$ cat config.mk
export PLATFORM = sky130hd
export DESIGN_NAME = sign_invariant_vector_pair_metrics_flat
export DESIGN_NICKNAME = d
export VERILOG_FILES = /design/src/rtl/core/svpm_pkg.sv /design/src/rtl/core/svpm_in_if.sv /design/src/rtl/core/svpm_out_if.sv /design/src/rtl/core/sign_invariant_vector_pair_metrics.sv /design/src/rtl/core/svpm_accum.sv /design/src/flat_wrapper.sv
export SDC_FILE = /design/constraint.sdc
export NUM_CORES = 1
export LEC_CHECK = 0
export BUFFER_PORTS_ARGS = -buffer_cell sky130_fd_sc_hd__buf_4
export CORE_MARGIN = 10
export CORE_UTILIZATION = 45
export DETAILED_ROUTE_END_ITERATION = 10
export PLACE_DENSITY = 0.67
export SLEW_MARGIN = 20
export SYNTH_ARGS = -nofsm -noshare
export SYNTH_HDL_FRONTEND = slang
export SYNTH_SLANG_ARGS = --single-unit
$ cat constraint.sdc
create_clock -name clk -period 17 [get_ports clk]
set_input_delay 3.4 -clock clk [delete_from_list [all_inputs] [get_ports clk]]
set_output_delay 3.4 -clock clk [all_outputs]
set_load 0.01 [all_outputs]
$ cat src/rtl/core/svpm_pkg.sv
// Shared widths, codes and item types of the vector pair metrics block.
`default_nettype none
package svpm_pkg;

    localparam int ELEM_W = 16;
    localparam int SUM_W  = 24;
    localparam int CNT_W  = 9;
    localparam int MAG_W  = 16;
    localparam int REL_W  = 2;

    localparam logic [SUM_W-1:0] SUM_MAX = '1;
    localparam logic [CNT_W-1:0] CNT_MAX = '1;

    localparam logic [REL_W-1:0] REL_NONE    = 2'd0;
    localparam logic [REL_W-1:0] REL_EQUAL   = 2'd1;
    localparam logic [REL_W-1:0] REL_NEGATED = 2'd2;

    typedef struct packed {
        logic signed [ELEM_W-1:0] a_elem;
        logic signed [ELEM_W-1:0] b_elem;
        logic                     last;
    } item_t;

    typedef struct packed {
        logic signed [ELEM_W-1:0] canon_elem;
        logic                     done_res;
        logic [SUM_W-1:0]         l1_distance;
        logic [CNT_W-1:0]         hamming;
        logic [CNT_W-1:0]         matches_res;
        logic [CNT_W-1:0]         support;
        logic [MAG_W-1:0]         max_abs;
        logic [REL_W-1:0]         relation;
        logic                     less;
    } result_t;

endpackage
`default_nettype wire

$ cat src/rtl/core/svpm_in_if.sv
// Input channel carrying one element pair of the two vectors per item.
`default_nettype none
interface svpm_in_if;
    logic                                 valid;
    logic                                 ready;
    logic signed [svpm_pkg::ELEM_W-1:0]   a_elem;
    logic signed [svpm_pkg::ELEM_W-1:0]   b_elem;
    logic                                 last;

    modport source (output valid, output a_elem, output b_elem, output last, input ready);
    modport sink   (input valid, input a_elem, input b_elem, input last, output ready);
endinterface
`default_nettype wire

$ cat src/rtl/core/svpm_out_if.sv
// Output channel carrying the canonized element and the vector metrics per item.
`default_nettype none
interface svpm_out_if;
    logic                                 valid;
    logic                                 ready;
    logic signed [svpm_pkg::ELEM_W-1:0]   canon_elem;
    logic                                 done_res;
    logic [svpm_pkg::SUM_W-1:0]           l1_distance;
    logic [svpm_pkg::CNT_W-1:0]           hamming;
    logic [svpm_pkg::CNT_W-1:0]           matches_res;
    logic [svpm_pkg::CNT_W-1:0]           support;
    logic [svpm_pkg::MAG_W-1:0]           max_abs;
    logic [svpm_pkg::REL_W-1:0]           relation;
    logic                                 less;

    modport source (output valid, output canon_elem, output done_res, output l1_distance,
                    output hamming, output matches_res, output support, output max_abs,
                    output relation, output less, input ready);
    modport sink   (input valid, input canon_elem, input done_res, input l1_distance,
                    input hamming, input matches_res, input support, input max_abs,
                    input relation, input less, output ready);
endinterface
`default_nettype wire

$ cat src/rtl/core/sign_invariant_vector_pair_metrics.sv
// Top level: sign-invariant L1 / Hamming metrics over a streamed vector pair.
// An item passes the input register, then the result register, to the output.
// Throughput: one item per cycle unless stalled; accumulator update is a single stage.
// A stalled output holds the result register; one more item waits in the input register.
// Reset clears both valid bits and all accumulators; accumulators also clear after last.
`default_nettype none
module sign_invariant_vector_pair_metrics (
    input  logic        clk,
    input  logic        rst_n,
    svpm_in_if.sink     pairs,
    svpm_out_if.source  metrics
);

    logic                 s1_valid_reg;
    svpm_pkg::item_t      s1_item_reg;
    logic                 out_valid_reg;
    svpm_pkg::result_t    out_res_reg;
    svpm_pkg::result_t    res;
    logic                 advance;
    logic                 step;

    assign advance     = !out_valid_reg || metrics.ready;
    assign step        = s1_valid_reg && advance;
    assign pairs.ready = !s1_valid_reg || advance;

    svpm_accum u_accum (
        .clk   (clk),
        .rst_n (rst_n),
        .step  (step),
        .item  (s1_item_reg),
        .res   (res)
    );

    always_ff @(posedge clk or negedge rst_n)
    begin
        if (!rst_n)
        begin
            s1_valid_reg  <= 1'b0;
            out_valid_reg <= 1'b0;
        end
        else
        begin
            if (pairs.ready)
            begin
                s1_valid_reg <= pairs.valid;
            end
            if (advance)
            begin
                out_valid_reg <= s1_valid_reg;
            end
        end
    end

    always_ff @(posedge clk)
    begin
        if (pairs.valid && pairs.ready)
        begin
            s1_item_reg.a_elem <= pairs.a_elem;
            s1_item_reg.b_elem <= pairs.b_elem;
            s1_item_reg.last   <= pairs.last;
        end
        if (step)
        begin
            out_res_reg <= res;
        end
    end

    assign metrics.valid       = out_valid_reg;
    assign metrics.canon_elem  = out_res_reg.canon_elem;
    assign metrics.done_res    = out_res_reg.done_res;
    assign metrics.l1_distance = out_res_reg.l1_distance;
    assign metrics.hamming     = out_res_reg.hamming;
    assign metrics.matches_res = out_res_reg.matches_res;
    assign metrics.support     = out_res_reg.support;
    assign metrics.max_abs     = out_res_reg.max_abs;
    assign metrics.relation    = out_res_reg.relation;
    assign metrics.less        = out_res_reg.less;

endmodule
`default_nettype wire

$ cat src/rtl/core/svpm_accum.sv
// Per-vector accumulators and the result logic for one element pair.
`default_nettype none
module svpm_accum (
    input  logic              clk,
    input  logic              rst_n,
    input  logic              step,
    input  svpm_pkg::item_t   item,
    output svpm_pkg::result_t res
);

    logic [svpm_pkg::SUM_W-1:0]  l1d_reg, l1d_next;
    logic [svpm_pkg::SUM_W-1:0]  l1n_reg, l1n_next;
    logic [svpm_pkg::CNT_W-1:0]  mmd_reg, mmd_next;
    logic [svpm_pkg::CNT_W-1:0]  mmn_reg, mmn_next;
    logic [svpm_pkg::CNT_W-1:0]  mtd_reg, mtd_next;
    logic [svpm_pkg::CNT_W-1:0]  mtn_reg, mtn_next;
    logic [svpm_pkg::CNT_W-1:0]  nz_reg, nz_next;
    logic [svpm_pkg::MAG_W-1:0]  maxmag_reg, maxmag_next;
    logic                        eq_reg, eq_next;
    logic                        neg_reg, neg_next;
    logic                        ord_dec_reg, ord_dec_next;
    logic                        ord_less_reg, ord_less_next;
    logic                        sgn_found_reg, sgn_found_next;
    logic                        sgn_flip_reg, sgn_flip_next;

    logic signed [svpm_pkg::ELEM_W:0] diff;
    logic signed [svpm_pkg::ELEM_W:0] sum;
    logic [svpm_pkg::ELEM_W:0]        diff_mag;
    logic [svpm_pkg::ELEM_W:0]        sum_mag;
    logic [svpm_pkg::MAG_W-1:0]       a_mag;
    logic [svpm_pkg::SUM_W:0]         l1d_wide;
    logic [svpm_pkg::SUM_W:0]         l1n_wide;
    logic                             ne_direct;
    logic                             ne_negated;
    logic                             a_nz;

    function automatic logic [svpm_pkg::CNT_W-1:0] sat_inc(
        input logic [svpm_pkg::CNT_W-1:0] c,
        input logic                       cond
    );
        logic [svpm_pkg::CNT_W-1:0] r;
        r = c;
        if (cond && (c != svpm_pkg::CNT_MAX))
        begin
            r = c + 1'b1;
        end
        return r;
    endfunction

    always_comb
    begin
        diff      = {item.a_elem[svpm_pkg::ELEM_W-1], item.a_elem}
                  - {item.b_elem[svpm_pkg::ELEM_W-1], item.b_elem};
        sum       = {item.a_elem[svpm_pkg::ELEM_W-1], item.a_elem}
                  + {item.b_elem[svpm_pkg::ELEM_W-1], item.b_elem};
        diff_mag  = diff[svpm_pkg::ELEM_W] ? (-diff) : diff;
        sum_mag   = sum[svpm_pkg::ELEM_W] ? (-sum) : sum;
        a_mag     = item.a_elem[svpm_pkg::ELEM_W-1] ? (-item.a_elem) : item.a_elem;
        ne_direct  = (diff != '0);
        ne_negated = (sum != '0);
        a_nz       = (item.a_elem != '0);

        l1d_wide = {1'b0, l1d_reg} + (svpm_pkg::SUM_W+1)'(diff_mag);
        l1n_wide = {1'b0, l1n_reg} + (svpm_pkg::SUM_W+1)'(sum_mag);
        l1d_next = l1d_wide[svpm_pkg::SUM_W] ? svpm_pkg::SUM_MAX
                                             : l1d_wide[svpm_pkg::SUM_W-1:0];
        l1n_next = l1n_wide[svpm_pkg::SUM_W] ? svpm_pkg::SUM_MAX
                                             : l1n_wide[svpm_pkg::SUM_W-1:0];

        mmd_next = sat_inc(mmd_reg, ne_direct);
        mmn_next = sat_inc(mmn_reg, ne_negated);
        mtd_next = sat_inc(mtd_reg, a_nz && !ne_direct);
        mtn_next = sat_inc(mtn_reg, a_nz && !ne_negated);
        nz_next  = sat_inc(nz_reg, a_nz);

        maxmag_next = (a_mag > maxmag_reg) ? a_mag : maxmag_reg;
        eq_next     = eq_reg && !ne_direct;
        neg_next    = neg_reg && !ne_negated;

        ord_dec_next  = ord_dec_reg;
        ord_less_next = ord_less_reg;
        if (!ord_dec_reg && ne_direct)
        begin
            ord_dec_next  = 1'b1;
            ord_less_next = (item.a_elem < item.b_elem);
        end

        sgn_found_next = sgn_found_reg;
        sgn_flip_next  = sgn_flip_reg;
        if (!sgn_found_reg && a_nz)
        begin
            sgn_found_next = 1'b1;
            sgn_flip_next  = item.a_elem[svpm_pkg::ELEM_W-1];
        end
    end

    always_comb
    begin
        res = '0;
        if (!sgn_flip_next)
        begin
            res.canon_elem = item.a_elem;
        end
        else if (item.a_elem == {1'b1, {(svpm_pkg::ELEM_W-1){1'b0}}})
        begin
            res.canon_elem = {1'b0, {(svpm_pkg::ELEM_W-1){1'b1}}};
        end
        else
        begin
            res.canon_elem = -item.a_elem;
        end

        if (item.last)
        begin
            res.done_res    = 1'b1;
            res.l1_distance = (l1d_next < l1n_next) ? l1d_next : l1n_next;
            res.hamming     = (mmd_next < mmn_next) ? mmd_next : mmn_next;
            res.matches_res = (mtd_next > mtn_next) ? mtd_next : mtn_next;
            res.support     = nz_next;
            res.max_abs     = maxmag_next;
            res.relation    = eq_next  ? svpm_pkg::REL_EQUAL :
                              neg_next ? svpm_pkg::REL_NEGATED : svpm_pkg::REL_NONE;
            res.less        = ord_dec_next && ord_less_next;
        end
    end

    always_ff @(posedge clk or negedge rst_n)
    begin
        if (!rst_n)
        begin
            l1d_reg       <= '0;
            l1n_reg       <= '0;
            mmd_reg       <= '0;
            mmn_reg       <= '0;
            mtd_reg       <= '0;
            mtn_reg       <= '0;
            nz_reg        <= '0;
            maxmag_reg    <= '0;
            eq_reg        <= 1'b1;
            neg_reg       <= 1'b1;
            ord_dec_reg   <= 1'b0;
            ord_less_reg  <= 1'b0;
            sgn_found_reg <= 1'b0;
            sgn_flip_reg  <= 1'b0;
        end
        else if (step)
        begin
            if (item.last)
            begin
                l1d_reg       <= '0;
                l1n_reg       <= '0;
                mmd_reg       <= '0;
                mmn_reg       <= '0;
                mtd_reg       <= '0;
                mtn_reg       <= '0;
                nz_reg        <= '0;
                maxmag_reg    <= '0;
                eq_reg        <= 1'b1;
                neg_reg       <= 1'b1;
                ord_dec_reg   <= 1'b0;
                ord_less_reg  <= 1'b0;
                sgn_found_reg <= 1'b0;
                sgn_flip_reg  <= 1'b0;
            end
            else
            begin
                l1d_reg       <= l1d_next;
                l1n_reg       <= l1n_next;
                mmd_reg       <= mmd_next;
                mmn_reg       <= mmn_next;
                mtd_reg       <= mtd_next;
                mtn_reg       <= mtn_next;
                nz_reg        <= nz_next;
                maxmag_reg    <= maxmag_next;
                eq_reg        <= eq_next;
                neg_reg       <= neg_next;
                ord_dec_reg   <= ord_dec_next;
                ord_less_reg  <= ord_less_next;
                sgn_found_reg <= sgn_found_next;
                sgn_flip_reg  <= sgn_flip_next;
            end
        end
    end

endmodule
`default_nettype wire

$ cat src/flat_wrapper.sv
// flat-port wrapper written by rule: the top's interface ports become plain ports
module sign_invariant_vector_pair_metrics_flat 
  (clk, rst_n, pairs_valid, pairs_a_elem, pairs_b_elem, pairs_last, pairs_ready, metrics_valid, metrics_canon_elem, metrics_done_res, metrics_l1_distance, metrics_hamming, metrics_matches_res, metrics_support, metrics_max_abs, metrics_relation, metrics_less, metrics_ready);
  svpm_in_if pairs_i ();
  svpm_out_if metrics_i ();
  input  logic clk;
  input  logic rst_n;
  input wire logic [$bits(pairs_i.valid)-1:0] pairs_valid;
  input wire logic [$bits(pairs_i.a_elem)-1:0] pairs_a_elem;
  input wire logic [$bits(pairs_i.b_elem)-1:0] pairs_b_elem;
  input wire logic [$bits(pairs_i.last)-1:0] pairs_last;
  output wire logic [$bits(pairs_i.ready)-1:0] pairs_ready;
  output wire logic [$bits(metrics_i.valid)-1:0] metrics_valid;
  output wire logic [$bits(metrics_i.canon_elem)-1:0] metrics_canon_elem;
  output wire logic [$bits(metrics_i.done_res)-1:0] metrics_done_res;
  output wire logic [$bits(metrics_i.l1_distance)-1:0] metrics_l1_distance;
  output wire logic [$bits(metrics_i.hamming)-1:0] metrics_hamming;
  output wire logic [$bits(metrics_i.matches_res)-1:0] metrics_matches_res;
  output wire logic [$bits(metrics_i.support)-1:0] metrics_support;
  output wire logic [$bits(metrics_i.max_abs)-1:0] metrics_max_abs;
  output wire logic [$bits(metrics_i.relation)-1:0] metrics_relation;
  output wire logic [$bits(metrics_i.less)-1:0] metrics_less;
  input wire logic [$bits(metrics_i.ready)-1:0] metrics_ready;
  assign pairs_i.valid = pairs_valid;
  assign pairs_i.a_elem = pairs_a_elem;
  assign pairs_i.b_elem = pairs_b_elem;
  assign pairs_i.last = pairs_last;
  assign pairs_ready = pairs_i.ready;
  assign metrics_valid = metrics_i.valid;
  assign metrics_canon_elem = metrics_i.canon_elem;
  assign metrics_done_res = metrics_i.done_res;
  assign metrics_l1_distance = metrics_i.l1_distance;
  assign metrics_hamming = metrics_i.hamming;
  assign metrics_matches_res = metrics_i.matches_res;
  assign metrics_support = metrics_i.support;
  assign metrics_max_abs = metrics_i.max_abs;
  assign metrics_relation = metrics_i.relation;
  assign metrics_less = metrics_i.less;
  assign metrics_i.ready = metrics_ready;
  sign_invariant_vector_pair_metrics u_core (.clk(clk), .rst_n(rst_n), .pairs(pairs_i), .metrics(metrics_i));
endmodule
# Yosys cells after proc, flatten, opt, wreduce, memory -nomap -nowiden
# Cells that the tools add are included.
# op_classes
addsub	12
order_cmp	5
n_eq_ne	6
n_mux	37
bitwise	1
n_reduce_logical	28
# op_table
op	count
two-way mux 24 bit	5
two-way mux 9 bit	12
two-way mux 16 bit	5
two-way mux 71 bit	1
adder 24 x 17 -> 25 bit	2
adder 9 x 1 -> 9 bit (second input constant)	5
inequality test 9 bit (second input constant)	5
two-way mux 17 bit	2
negator 17 bit	2
nonzero test 17 bit	2
< comparator 24 bit	1
adder 16 x 16 -> 17 bit	1
subtractor 16 x 16 -> 17 bit	1
== test 16 bit (second input constant)	1
greater-than comparator 16 bit	1
< comparator 16 bit	1
negator 16 bit	1
nonzero test 16 bit	1
logical AND 1 bit	14
two-way mux 1 bit	10
greater-than comparator 9 bit	1
< comparator 9 bit	1
zero test 1 bit	6
two-way mux 2 bit	2
other kinds (5)	6
# totals
register_bits	237
in_bits	37
out_inout_bits	89

# Logic depth before layout (Yosys ltp)
# depth
ltp_word	9
mapped_depth	36
ltp_nobuf	31

# By module
# From an unflattened synthesis, not the netlist that was laid out.
# hier_totals
hier_cells	1737
hier_area_um2	16913.7
# modules_own_cells
module	instances	cells_each	area_each_um2	seq_area_each_um2
svpm_accum	1	1609	13206.4	2880.3
sign_invariant_vector_pair_metrics	1	128	3707.3	3653.5

# Worst setup path before layout
# OpenSTA, ideal clock, no wires.
# synth_timing
path_type	input -> output
startpoint	input port metrics_ready
endpoint	output port pairs_ready
arrival_ns	3.609
required_time_ns	13.600
path_slack_ns	9.991
stages	1
path_buffers	0
cell_sequence	nand3b_1
# synth_between
elab_chain_len	2
# synth_rtl
element	line	text
start, declared	flat_wrapper.sv:23	input wire logic [$bits(metrics_i.ready)-1:0] metrics_ready;
logical OR 1 bit	sign_invariant_vector_pair_metrics.sv:22	assign advance = !out_valid_reg || metrics.ready;
logical OR 1 bit	sign_invariant_vector_pair_metrics.sv:24	assign pairs.ready = !s1_valid_reg || advance;
end, declared	flat_wrapper.sv:12	output wire logic [$bits(pairs_i.ready)-1:0] pairs_ready;
# Every way passes these cells.

# Worst setup path in the final report
# layout_timing
startpoint	register u_core.s1_item_reg[17] in the netlist's numbering
endpoint	register u_core.out_res_reg, in the netlist u_core.metrics.l1_distance[5], data pin
# layout_between
elab_chain_len	7
elab_cells_between_ends	12
cone_classes	6 x add/sub; 1 x order compare; 5 x mux
# layout_rtl
element	line	text
start, declared	sign_invariant_vector_pair_metrics.sv:15	svpm_pkg::item_t s1_item_reg;
subtractor 16 x 16 -> 17 bit / adder 16 x 16 -> 17 bit (equally long branches)	svpm_accum.sv:53, svpm_accum.sv:55	
negator 17 bit (on tied branches)	svpm_accum.sv:56, svpm_accum.sv:57	
two-way mux 17 bit (on tied branches)	svpm_accum.sv:56, svpm_accum.sv:57	
adder 24 x 17 -> 25 bit (on tied branches)	svpm_accum.sv:63, svpm_accum.sv:64	
two-way mux 24 bit (on tied branches)	svpm_accum.sv:65, svpm_accum.sv:67	
< comparator 24 bit	svpm_accum.sv:116	res.l1_distance = (l1d_next < l1n_next) ? l1d_next : l1n_next;
two-way mux 24 bit (*)	svpm_accum.sv:116	
end signal, assigned	sign_invariant_vector_pair_metrics.sv:64	out_res_reg <= res;
end, declared	sign_invariant_vector_pair_metrics.sv:17	svpm_pkg::result_t out_res_reg;
# Every way passes the cells marked *; elsewhere a longest branch is shown, timed or not.
# A chain may end at the register's enable or synchronous reset.

==> summary.md <==
| Metric | Value |
|---|---|
| # DRC | 0 |
| Vias in the first global route | approximately 14000 |
| CP max FO | 17 |
| Vias per inst | about 5.8 |
| CP startpoint kind | flop |
| Layout Utilization | about half |
| TritonCTS clock tree | yes |
| Antenna Nets Post-Route | 0 |
| GP Congestion | 0.889 |
| Final-stage net count | approximately 2100 |
| Setup WS pre-CTS | 8860 ps |
| Worst hold path class | flop to flop |
| Period utilization | 48.4% |
| Tmin final | approximately 8200 ps |
| P per Cell Area | roughly 170 nW/um^2 |
| Clk sink count | ~240 |
| FF+latch area | 6530 um^2 |
| GRT Util Overall | 19.3% |
| Num CTS Buffers | 29 |
| Syn Nets | approximately 2000 |
| Area growth, synth to finish | 14.1% |
| Core Region | 37500 um^2 |
| Die Y | between 200 and 250 um |
| Dpl cells | 2364 |
| Critical path buffers and inverters | 1 |
| Seq/Total Area, Yosys | 38.5% |
| Clk pin slew, worst setup/hold paths | 60 ps |
| Clk buf depth | 3 |
| Filler instances | between 3000 and 4000 |
| Fin. max-slew vios | 0 |
| Global route overflow | 0 |
| Synthesis Warnings | 0 |
| # diodes | 0 |
| EDFF count, synth | between 100 and 150 |
| Slew headroom | a little under two fifths |
| Clk_skew | slightly below 10 ps |
| Top delay family on crit path | compound AO/OA/AOI/OAI gates |
| Clk_lat worst skew | approximately 580 ps |
| Setup TNS Final | 0 ps |
| Async S/R FF share, synth | approximately half |
| Max frequency | 0.121 GHz |
| Routed wire length | 45.9 mm |
| Worst path arrival time | between 8000 and 9000 ps |
| Peak supply drop | between 0.08 and 0.09 mV |
| Multi-input logic area | approximately 9900 um^2 |
| Yosys reg bits | ~240 |
| Fin. Hold Viols | 0 |
| Layout Cells excl Fill | 2418 |
| Max reg flops | 33 |
| Hold slack | approximately 490 ps |
| Routed len/inst | about 19 um |
| Total power | 3.31 mW |
| Initial antenna violation count | 0 |
| CP Capture Type | flop |
| Ratio of cells with drive above 1 in the final layout | 14.7% |
| Post-Syn Instances | about 1800 |
| Die Width | roughly 210 um |
| RSZ-0062 raised after global routing | no |
| Status | complete, no violations |
| WP data required | 17390 ps |
| Starting Density | a little under half |
| Post-synth top flop | edfxtp_1 |
| Worst-Margin Slew | a little over 900 ps |
| Design area | between 15000 and 20000 um^2 |
| DRT iter0 DRCs | between 1000 and 1500 |
| DP Wirelength | about 33 mm |
| Post-Place Cell Area | 18400 um^2 |
| Vias | 13900 |
| Leak | 8.31 nW |
| Site row count | a little over 70 |
| First-pass GRT wire length | ~74 mm |
| Post-CTS Repair Setup Buffers | 0 |
| Post-CTS resize count | 0 |
| CP dominant cell by count | a21o_1 |
| H-tree depth | 1 |
| Ports | ~130 |
| Drt first pass iters | 5 |
| Slowest-stage cell, CP | or2_1 |
| Max-Cap Viols | 0 |
| Mean Syn Cell Area | about 9.5 um^2 |
| # setup viols final | 0 |
| CTS root buffer | clkbuf_16 |
| Die Area | approximately 46000 um^2 |
| Peak per-stage delay on the critical path | just over 600 ps |
| Final critical-path setup slack | ~8800 ps |
| Number of port buffers | 125 |
| Synth cell types | 105 |
| Largest net degree at the start of global routing | 72 |
| Post-Syn Area | 17000 um^2 |
| Hold-fix buffers, CTS | 0 |
| Critical path type | flop to flop |
-- worst reg2reg max path, delay by kind of cell (launching register included) --
kind            cells  cell delay [ps]
fa+ha+maj           4             1320
buf+inv             1              130
simple gates        8             2330
xor+xnor            1              340
flops               1              390
compound gates     15             3530
-- cell usage after synthesis, types with 29 or more instances --
| library cell | n | area (um^2) |
|---|---|---|
| mux2i_1 | 29 | 290 |
| nor3_1 | 56 | 280 |
| edfxtp_1 | 120 | 3600 |
| xnor2_1 | 82 | 718 |
| nor2_1 | 134 | 503 |
| a211oi_1 | 43 | 323 |
| nand2_1 | 190 | 713 |
| o21ai_0 | 133 | 666 |
| nand3_1 | 33 | 165 |
| xor2_1 | 33 | 289 |
| nand4_1 | 34 | 213 |
| a21oi_1 | 94 | 470 |
| ha_1 | 139 | 1740 |
| a21o_1 | 47 | 353 |
| clkbuf_1 | 53 | 199 |
| inv_1 | 67 | 251 |
| dfrtp_1 | 115 | 2880 |
| a22o_1 | 29 | 254 |
-- metal layers --
metal / track usage, % / wire (um) / vias up
met5: 0 / 0 / -
met4: 4.82 / 896 / 0
met3: 3.15 / 2520 / 66
met2: 31.8 / 21400 / 360
met1: 26.0 / 21100 / 6732
li1: - / - / 6782
-- power by group --
group / switching, mW / internal, mW / total (mW)
registers: 0.0769 / 0.765 / 0.842
clock network: 0.261 / 0.409 / 0.670
logic: 1.09 / 0.701 / 1.79
-- cells by family (layout without fill, tap and decap cells) --
kind of cell    count (synthesis)  count (layout)  synth area share [%]
xor+xnor                      120             120                  6.41
simple gates                  597             597                  18.0
fa+ha+maj                     144             144                  10.8
compound gates                508             508                  20.4
buf+inv                       148             262                  3.60
mux                            39              39                  2.37
flops                         237             237                  38.5
-- layout by cell type, fill, tap and decap left out, drive strengths merged, types with 8 or more instances in the layout --
cell type and instances:
a31oi 16, o21bai 8, nor2b 18, mux2i 29, nand4 35, or3 15
clkbuf 38, a211oi 51, o22ai 20, inv 73, dfrtp 115, o21a 20
nor2 139, a22o 29, xor2 34, xnor2 86, and3 24, nor3 62
or2 13, o211ai 8, buf 138, and2 13, nand2 191, a21o 47
nand2b 21, o21ai 139, a21oi 98, mux2 10, o31ai 9, nand3 33
ha 139, a22oi 18, edfxtp 120
-- area by class of cell --
type / count / share of cell area (%)
multi-input cells: 1408 / 51.0
clock inverters: 16 / 1.19
repair buffers: 138 / 5.35
well taps: 511 / 3.30
flip-flops and latches: 237 / 33.7
inverters: 70 / 1.37
clock buffers: 38 / 4.13
-- final timing paths --
| path | endpoint | cells past startpoint | slack (ps) | start |
|---|---|---|---|---|
| setup / recovery | u_core.metrics.l1_distance[5]$_SDFFCE_PN0P_ | 29 | 8770 | u_core.s1_item_reg[17]$_DFFE_PP_ |
| hold / removal | u_core.u_accum.l1n_reg[3]$_DFFE_PN0P_ | 2 | 490 | u_core.u_accum.l1n_reg[3]$_DFFE_PN0P_ |
| setup reg to reg | u_core.metrics.l1_distance[5]$_SDFFCE_PN0P_ | 29 | 8770 | u_core.s1_item_reg[17]$_DFFE_PP_ |
| hold reg to reg | u_core.u_accum.l1n_reg[3]$_DFFE_PN0P_ | 2 | 490 | u_core.u_accum.l1n_reg[3]$_DFFE_PN0P_ |
| max in group asynchronous | u_core.u_accum.mtn_reg[3]$_DFFE_PN0P_ | 2 | 12660 | rst_n |
| min in group asynchronous | u_core.u_accum.l1d_reg[1]$_DFFE_PN0P_ | 1 | 2890 | rst_n |
No activity file was read; power rests on OpenSTA's default activity.
